File: src/rtl/core/kois_pkg.sv
// kois_pkg: shared types, constants and helpers of the Kepler orbit integrator.
// Used by kois_norm, kois_mul and kepler_orbit_integrator_step.
package kois_pkg;

  // Fixed-point format and iteration count
  localparam int FRAC_BITS    = 28;
  localparam int NEWTON_STEPS = 4;
  localparam int NIT_W        = (NEWTON_STEPS > 1) ? $clog2(NEWTON_STEPS) : 1;

  // Squared radius floor is 1/16, as a bit index of the 2*FRAC_BITS square
  localparam int SMIN_BIT = 2 * FRAC_BITS - 4;

  // Shared multiplier widths
  localparam int MUL_W  = 35;
  localparam int PROD_W = 2 * MUL_W;

  // Step size register
  localparam int                STEP_W   = 24;
  localparam logic [STEP_W-1:0] STEP_RST = 24'd134218;

  // Newton constants, 30 fraction bits
  localparam logic [31:0] ONE30      = 32'h4000_0000;
  localparam logic [31:0] THREE30    = 32'hC000_0000;
  localparam logic [31:0] GUESS_LOW  = 32'd912680550;
  localparam logic [31:0] GUESS_HIGH = 32'd644245094;

  // Saturation bounds on the 48-bit accumulator
  localparam logic signed [47:0] I32_MAX = 48'sd2147483647;
  localparam logic signed [47:0] I32_MIN = -48'sd2147483648;

  // Operation codes
  localparam logic OP_LOAD = 1'b0;
  localparam logic OP_STEP = 1'b1;

  typedef struct packed {
    logic               op;
    logic signed [31:0] load_pos_x;
    logic signed [31:0] load_pos_y;
    logic signed [31:0] load_mom_x;
    logic signed [31:0] load_mom_y;
  } in_t;

  typedef struct packed {
    logic signed [31:0] out_pos_x;
    logic signed [31:0] out_pos_y;
    logic signed [31:0] out_mom_x;
    logic signed [31:0] out_mom_y;
    logic               saturated;
  } out_t;

  // Normalizer result: clamp flag, mantissa, Newton seed and force shift
  typedef struct packed {
    logic        clamped;
    logic [31:0] m;
    logic [30:0] y0;
    logic [5:0]  sh;
  } norm_t;

  typedef struct packed {
    logic               ovf;
    logic signed [31:0] val;
  } sat_t;

  // Clamp a wide sum to the 32-bit signed range
  function automatic sat_t sat32(input logic signed [47:0] v);
    sat_t r;
    r.ovf = 1'b0;
    r.val = v[31:0];
    if (v > I32_MAX) begin
      r.ovf = 1'b1;
      r.val = 32'sh7FFF_FFFF;
    end else if (v < I32_MIN) begin
      r.ovf = 1'b1;
      r.val = 32'sh8000_0000;
    end
    return r;
  endfunction

endpackage

File: src/rtl/core/kois_mul.sv
// kois_mul: the shared signed multiplier with a registered product.
// Depends on kois_pkg for operand widths.
module kois_mul (
  input  logic                                clk_i,
  input  logic signed [kois_pkg::MUL_W-1:0]   a_i,
  input  logic signed [kois_pkg::MUL_W-1:0]   b_i,
  output logic signed [kois_pkg::PROD_W-1:0]  p_o
);

  logic signed [kois_pkg::PROD_W-1:0] p_q;

  // One product per cycle, ready the cycle after issue
  always_ff @(posedge clk_i) begin
    p_q <= a_i * b_i;
  end

  assign p_o = p_q;

endmodule

File: config.mk
export PLATFORM = sky130hd
export DESIGN_NAME = kois_mul
export DESIGN_NICKNAME = d
export VERILOG_FILES = /design/src/rtl/core/kois_pkg.sv /design/src/rtl/core/kois_mul.sv
export SDC_FILE = /design/constraint.sdc
export NUM_CORES = 2
export LEC_CHECK = 0
export BUFFER_PORTS_ARGS = -buffer_cell sky130_fd_sc_hd__buf_2
export CAP_MARGIN = 10
export CORE_MARGIN = 2
export CORE_UTILIZATION = 50
export CTS_BUF_LIST = sky130_fd_sc_hd__clkbuf_4
export CTS_CLUSTER_DIAMETER = 30
export DETAILED_ROUTE_END_ITERATION = 8
export GPL_ROUTABILITY_DRIVEN = 1
export PLACE_DENSITY = 0.78
export REMOVE_ABC_BUFFERS = 1
export SLEW_MARGIN = 20
export SYNTH_ARGS = -nofsm -noshare
export SYNTH_HDL_FRONTEND = slang
export SYNTH_SLANG_ARGS = --single-unit
File: constraint.sdc
create_clock -name clk_i -period 11.75 [get_ports clk_i]
set_clock_uncertainty 0.05 [all_clocks]
set_input_delay 1.7625 -clock clk_i [delete_from_list [all_inputs] [get_ports clk_i]]
set_output_delay 1.7625 -clock clk_i [all_outputs]
set_load 0.02 [all_outputs]
==> metrics <==
result of the run completed; post-synthesis sequential element count 70; Synth-to-Final Area Change 3.273%; number of flip-flops in the largest register 70; Post-route DRC 0; last weighted congestion value of the routability-driven placer 0.9949; highest clock frequency the design can meet just under 100 MHz; Final min period 10.18 ns; chip height 303.5 µm; type of the worst setup path in -> reg; number of nets still failing antenna checks after routing 0; via count of the first global-routing pass 34,786; post-CTS resize count 0; delay of the slowest critical-path stage 0.92 ns; synthesized instance count 4,671; count of flip-flops with a built-in enable after synthesis 0; horizontal die dimension 303.5 µm; area share of xor/xnor cells in the synthesized design 0.01543; max-slew violations 0; ranking of synthesized cells by area sky130_fd_sc_hd__fa_1 (59%), sky130_fd_sc_hd__inv_1 (9.7%), sky130_fd_sc_hd__and2_1 (9.3%), sky130_fd_sc_hd__ha_1 (5.8%), sky130_fd_sc_hd__nand2_1 (4.8%); Net count, final 6,187; vias per cell roughly 5.4; class of the worst hold path in -> reg; number of placed I/O pins ~140; number of endpoints with negative hold slack in the final report 0; Yosys top cell area share 0.5853; area fraction in compound gates after synthesis 0.03351; startpoint type of the worst setup path input port; clock buffers created by TritonCTS 9; share of the clock period used by the worst path after layout 0.8662; global-route usage over all layers 0.2778; mean area per synthesized cell between 9 and 10 µm²; library cell appearing most often on the critical path sky130_fd_sc_hd__fa_1; length of the first detailed-routing pass in iterations 5; CTS tree done; Port Buffer Count 140; total of endpoints with negative setup slack in the final report 0; maximum number of pins on one net before global-route repair 36; final cell count without fillers 5,776; clock tree buffer depth 2; cell types with the highest counts after synthesis sky130_fd_sc_hd__fa_1 (1,311), sky130_fd_sc_hd__inv_1 (1,158), sky130_fd_sc_hd__and2_1 (667), sky130_fd_sc_hd__nand2_1 (569), sky130_fd_sc_hd__clkbuf_1 (230); fraction of layout cells with a size suffix above 1 0.04476; clock root buffer master sky130_fd_sc_hd__clkbuf_4; most common flop cell mapped by yosys sky130_fd_sc_hd__dfxtp_1; number of clock sinks seen by CTS 70; dominant combinational cell family by area after synthesis adder cells; maximum fanout encountered on the critical timing path 35; worst rel slew slack 0.2162; antenna violations before repair 10; arrival time at the worst endpoint 10.65 ns; number of instances in the placed design around 5,800; Total Negative Setup Slacks 0 ns; Synth cell types 71; Post-CTS Setup Inserts 0; via total after detailed routing approximately 31,000; residual overflow from global routing 0; fraction of the yosys area taken by sequential cells 0.03125; worst slew pin tran 1.176 ns; kind of capture point of the worst setup path flip-flop; CTS H-tree depth 3; die area 92,090 µm²; DP Wirelength 91,760 µm; DR iter-0 viols 2,323; max-capacitance violation count 0; most frequently used cell type in the post-synthesis netlist sky130_fd_sc_hd__fa_1; Slowest cell on crit path sky130_fd_sc_hd__fa_1; placeable core area just under 90,000 µm²; final WL 118,800 µm; adder-cell share of the synthesized area 0.6431; mux share of post-synthesis cell area 0; unrepaired setup endpoints after global routing no; clock slew at reported path FFs between 0.1 and 0.15 ns; cell area after synthesis 44,840 µm²; first-pass GRT wire length 193,200 µm; area leader, netlist sky130_fd_sc_hd__fa_1; simple-gate area share of the yosys netlist 0.1563; number of rows in the core area 109; count of hold-fix buffers inserted at cts 0; Initial Utilization 0.5058; warnings from Yosys 0; average wire length per cell after detail routing between 20 and 25 µm; required time at the worst-slack endpoint 12.22 ns; share of flip-flops with an asynchronous set or reset after synthesis 0
cell usage in the layout, fill, tap and decap left out, drive strengths merged, types with 9 or more instances in the layout:
cell type,n
nand2b,15
nor2,53
o21bai,12
o21a,9
fa,1311
diode,9
dfxtp,70
nand3,9
clkbuf,9
o21ai,48
xor2,25
a21oi,76
nand4,17
inv,1160
xnor2,54
and3,12
and2,667
ha,207
a21o,39
nand2,569
buf,167
worst paths after layout:
path / cells past startpoint / startpoint / slack [ns] / to
setup / recovery: 25 / a_i[34] / 1.57 / p_o[68]
hold / removal: 2 / b_i[0] / 1.79 / p_o[0]
cell type report:
| type | count | area, µm² |
|---|---|---|
| clock inverter | 6 | 62.56 |
| timing repair buffer | 167 | 903.4 |
| clock buffer | 9 | 67.56 |
| antenna | 9 | 22.52 |
| tap | 1165 | 1458 |
| fill | 7867 | 42340 |
| multi-input combinational | 3191 | 38040 |
| sequential | 70 | 1401 |
| inverter | 1159 | 4350 |
per-layer routing:
metal	wire length, µm	track usage
met2	56730	0.4478
met5	40	0
met3	12790	0.07246
met1	43490	0.3546
met4	5714	0.1236
worst max-delay path, delay by kind of cell:
kind	cells	cell delay [ns]
buffers and inverters	6	1.37
AOI/OAI and AO/OA	5	1.29
and+or+nand+nor	4	0.92
adders and majority gates	9	5.07
xor gates and xnor gates	1	0.16
cells by family (layout without fill, tap and decap cells):
logic type | count (synthesis) | in the layout
fa+ha+maj | 1518 | 1518
buf+inv | 1410 | 1341
simple gates | 1365 | 1365
compound gates | 229 | 229
xor+xnor | 79 | 79
flops | 70 | 70
other cells | 0 | 9
through the flow:
stage / hold slack [ns] / area (µm²) / setup WS (ns) / utilization
floorplan: 1.834 / 43790 / 2.414 / -
global placement: 2.128 / 46150 / 1.205 / 0.5206
detailed placement: 2.128 / 46150 / 1.088 / 0.5206
CTS: 1.700 / 46280 / 1.701 / 0.5221
global route: 1.760 / 46290 / 1.196 / 0.5222
finish: 1.793 / 46310 / 1.572 / 0.5224
Power is left out: the tool's default activity adds up to more than one toggle a clock period on the data nets, which glitch-free logic cannot reach.
