--- src/rtl/core/kois_pkg.sv ---
// kois_pkg: shared types, constants and helpers of the Kepler orbit integrator.
// Used by kois_norm, kois_mul and kepler_orbit_integrator_step.
package kois_pkg;

  // Fixed-point format and iteration count
  localparam int FRAC_BITS    = 28;
  localparam int NEWTON_STEPS = 4;
  localparam int NIT_W        = (NEWTON_STEPS > 1) ? $clog2(NEWTON_STEPS) : 1;

  // Squared radius floor is 1/16, as a bit index of the 2*FRAC_BITS square
  localparam int SMIN_BIT = 2 * FRAC_BITS - 4;

  // Shared multiplier widths
  localparam int MUL_W  = 35;
  localparam int PROD_W = 2 * MUL_W;

  // Step size register
  localparam int                STEP_W   = 24;
  localparam logic [STEP_W-1:0] STEP_RST = 24'd134218;

  // Newton constants, 30 fraction bits
  localparam logic [31:0] ONE30      = 32'h4000_0000;
  localparam logic [31:0] THREE30    = 32'hC000_0000;
  localparam logic [31:0] GUESS_LOW  = 32'd912680550;
  localparam logic [31:0] GUESS_HIGH = 32'd644245094;

  // Saturation bounds on the 48-bit accumulator
  localparam logic signed [47:0] I32_MAX = 48'sd2147483647;
  localparam logic signed [47:0] I32_MIN = -48'sd2147483648;

  // Operation codes
  localparam logic OP_LOAD = 1'b0;
  localparam logic OP_STEP = 1'b1;

  typedef struct packed {
    logic               op;
    logic signed [31:0] load_pos_x;
    logic signed [31:0] load_pos_y;
    logic signed [31:0] load_mom_x;
    logic signed [31:0] load_mom_y;
  } in_t;

  typedef struct packed {
    logic signed [31:0] out_pos_x;
    logic signed [31:0] out_pos_y;
    logic signed [31:0] out_mom_x;
    logic signed [31:0] out_mom_y;
    logic               saturated;
  } out_t;

  // Normalizer result: clamp flag, mantissa, Newton seed and force shift
  typedef struct packed {
    logic        clamped;
    logic [31:0] m;
    logic [30:0] y0;
    logic [5:0]  sh;
  } norm_t;

  typedef struct packed {
    logic               ovf;
    logic signed [31:0] val;
  } sat_t;

  // Clamp a wide sum to the 32-bit signed range
  function automatic sat_t sat32(input logic signed [47:0] v);
    sat_t r;
    r.ovf = 1'b0;
    r.val = v[31:0];
    if (v > I32_MAX) begin
      r.ovf = 1'b1;
      r.val = 32'sh7FFF_FFFF;
    end else if (v < I32_MIN) begin
      r.ovf = 1'b1;
      r.val = 32'sh8000_0000;
    end
    return r;
  endfunction

endpackage

--- src/rtl/core/kois_norm.sv ---
// kois_norm: clamps the squared radius and normalizes it for the r^-1/2 Newton loop.
// Depends on kois_pkg for the format constants and norm_t.
module kois_norm (
  input  logic [63:0]     s_i,
  output kois_pkg::norm_t norm_o
);

  logic [63:0] s_c;
  logic        clamp;
  logic [5:0]  b;
  logic [5:0]  t;
  logic [5:0]  amt;
  logic [5:0]  sh;
  logic [63:0] m_full;

  // Floor at 1/16, then find the leading one above the floor
  always_comb begin
    s_c   = s_i;
    clamp = 1'b0;
    if (s_i < (64'd1 << kois_pkg::SMIN_BIT)) begin
      s_c   = 64'd1 << kois_pkg::SMIN_BIT;
      clamp = 1'b1;
    end
    b = 6'(kois_pkg::SMIN_BIT);
    for (int i = kois_pkg::SMIN_BIT; i < 64; i++) begin
      if (s_c[i]) b = 6'(i);
    end
  end

  // Even exponent keeps m in [1,4) with 30 fraction bits
  assign t      = b - 6'(kois_pkg::SMIN_BIT);
  assign amt    = b - 6'd30 - {5'd0, t[0]};
  assign m_full = s_c >> amt;
  assign sh     = 6'd24 + 6'd3 * {1'b0, t[5:1]};

  assign norm_o.clamped = clamp;
  assign norm_o.m       = m_full[31:0];
  assign norm_o.y0      = t[0] ? kois_pkg::GUESS_HIGH[30:0] : kois_pkg::GUESS_LOW[30:0];
  assign norm_o.sh      = sh;

endmodule

--- config.mk ---
export PLATFORM = sky130hd
export DESIGN_NAME = kois_norm
export DESIGN_NICKNAME = d
export VERILOG_FILES = /design/src/rtl/core/kois_pkg.sv /design/src/rtl/core/kois_norm.sv
export SDC_FILE = /design/constraint.sdc
export NUM_CORES = 1
export LEC_CHECK = 0
export BUFFER_PORTS_ARGS = -buffer_cell sky130_fd_sc_hd__buf_2
export CAP_MARGIN = 20
export CORE_ASPECT_RATIO = 0.75
export CORE_MARGIN = 2
export CORE_UTILIZATION = 50
export DETAILED_ROUTE_END_ITERATION = 10
export PLACE_DENSITY = 0.79
export SETUP_SLACK_MARGIN = 0.1
export SYNTH_ARGS = -nofsm -noshare
export SYNTH_HDL_FRONTEND = slang
export SYNTH_SLANG_ARGS = --single-unit
--- constraint.sdc ---
create_clock -name vclk -period 18.9
set_clock_uncertainty 0.05 [all_clocks]
set_input_delay 3.78 -clock vclk [all_inputs]
set_output_delay 3.78 -clock vclk [all_outputs]
set_load 0.005 [all_outputs]
==> flow_metrics.py <==
metrics = {
    "logic_synthesis": {
        "syn_area_um2": 3760,
        "synth_warnings": 0,
        "synth_common_cells": "a21oi_1 (36), mux4_2 (36), buf_4 (34), nor2_1 (34), nand2_1 (33)",
        "ys_types": 74,
        "synth_fa_ha_area_share_pct": 2.20,
        "synth_top_area_share_pct": 21.6,
        "synth_top_family_by_area": "compound AO/OA/AOI/OAI gates",
        "synth.area.mux_share_pct": 30.3,
        "yosys.area_share.simple_pct": 17.3,
        "synth.yosys.seq_area_share_pct": 0,
        "avgSynthCellArea_um2": 7.59,
        "syn-instance-count": 495,
        "synth_xor_area_share_pct": 0.466,
        "yosysTopAreaCell": "mux4_2",
        "ys_top_cells_by_area": "mux4_2 (22%), mux2i_1 (6.9%), buf_4 (6.8%)",
        "synth-compound-area-share_pct": 35.4,
    },
    "global_routing": {
        "grt_antenna_before_repair": 0,
        "grt_pass1_wl_mm": 21.7,
        "grt_max_degree": 50,
        "first_global_vias": 4038,
        "grt_usage_pct": 32.2,
        "grt.overflow.total": 0,
    },
    "critical_path": {
        "crit_path_max_fanout": 49,
        "worstSetupPathType": "primary input to output pin",
        "crit_required_ns": 15.07,
        "start_kind": "primary input",
        "cp-end-kind": "output pin",
        "worstPathArrival_ns": 8.19,
    },
    "floorplan": {
        "die_h_um": 79.1,
        "start_util_pct": 51.5,
        "die-area_um2": 8230,
        "row_count": 27,
        "die_w_um": 104,
        "io_pins": 134,
        "core_area_um2": 7300,
    },
    "cells_and_area": {
        "nets": 627,
        "layout-drive-gt1-share_pct": 31.5,
        "n_antenna_cell": 0,
        "ff_latch_area_um2": 0,
        "seq_cells": 0,
        "final_cells": 656,
        "nClkBuffers": 0,
        "area_growth_pct": 10.1,
        "fill_cells": 694,
    },
    "sta": {
        "grt_setup_unrepaired": "no",
        "slew_viol_final": 0,
        "setup_viol": 0,
        "fin_setup_tns_ns": 0,
        "fin_crit_sh_pct": 63.6,
        "worst_pin_slew_ns": 1.12,
        "max_freq_mhz": 83.2,
        "slew-limit-headroom_pct": 25.2,
        "fin_crit_ns": 12.02,
        "hold_viol_final": 0,
    },
    "job": {
        "max_cap_viol_count": 0,
    },
    "route": {
        "drt_iter0_markers": 774,
        "wl_per_cell_um": 21.3,
        "drc": 0,
        "wl_mm": 14.0,
        "vias": 4615,
        "drtAntennaViolNets": 0,
        "viasPerCell": 7.04,
        "drt_pass1_iterations": 5,
    },
    "power_and_ir_drop": {
        "power_density_nw_per_um2": 37.9,
        "irDropWorstVdd_mv": 0.0242,
        "p_leak_nw": 1.76,
    },
    "placement": {
        "place_congestion": 1.03,
        "post-place-cells": 656,
        "hpwlAfterDp_mm": 10.5,
        "port_buffers": 104,
    },
    "outcome": {
        "status": "finished, final reports clean",
    },
    "clocking": {
        "post_cts_buffers": 0,
        "cts_resized": 0,
        "hold_buffers": 0,
    },
    "worst_hold_path": {
        "hp-class": "primary input to output pin",
    },
}
==> layout by cell type (no fill, tap or decap), drive strengths merged, types with 14 or more instances in the layout <==
cell,count
a21oi,37
buf,114
conb,30
inv,14
mux2i,26
mux4,36
nand2,33
nand3,21
nor2,36
o21ai,34
==> final cells by class <==
type                       count  area (um^2)  share of cell area (%)
inverter                      14         55.1                    1.33
timing repair buffer         114          596                    14.4
multi-input combinational    427         3360                    81.2
tap                          101          126                    3.06
==> power by group <==
| part | switching (mW) | internal (mW) |
|---|---|---|
| clock | 0 | 0 |
| combinational | 0.0908 | 0.0661 |
| sequential | 0 | 0 |
| total | 0.0908 | 0.0661 |
==> layer usage <==
layer,GRT usage (%),vias up,routed length (um)
li1,-,2024,-
met1,47.2,2099,5570
met2,47.7,442,5930
met3,7.80,50,2080
met4,7.70,0,388
met5,0,-,0
==> through the flow <==
| step | hold WS [ns] | util (%) | power (mW) | worst slack [ns] | area, um^2 |
|---|---|---|---|---|---|
| final | 7.83 | 56.7 | 0.157 | 6.88 | 4140 |
| after global routing | 7.87 | 56.7 | 0.167 | 6.66 | 4140 |
| after CTS | 7.84 | 56.7 | 0.152 | 7.03 | 4140 |
| after detailed placement | 7.84 | 56.7 | 0.151 | 7.06 | 4140 |
| after global placement | 7.83 | 56.7 | 0.150 | 7.11 | 4140 |
| after floorplan | 7.54 | - | 0.107 | 7.68 | 3860 |
==> worst max-delay path, cell delays in order <==
cell and delay [ns]:
buf_2 0.16, nor2_1 0.51, o311ai_0 0.40, buf_4 0.26
ha_1 0.27, buf_4 0.45, inv_2 0.35, buf_4 0.37
and3_1 0.22, a311oi_1 0.55, nor3_1 0.10, a21oi_1 0.13
o21ai_1 0.09, a221o_1 0.36, buf_2 0.13
==> cell families (layout without fill, tap and decap cells) <==
logic type      count (synthesis)  after routing
compound gates                192            192
xor+xnor                        2              2
fa+ha+maj                       6              6
buf+inv                        96            128
mux                            68             68
other cells                     2             30
simple gates                  129            129
==> path summary, 6_finish.rpt <==
check	startpoint	end	slack [ns]	cells after the start
max	s_i[62]	norm_o[45]	6.88	15
min	s_i[63]	norm_o[34]	7.83	3
No activity file was read; power rests on OpenSTA's default activity.
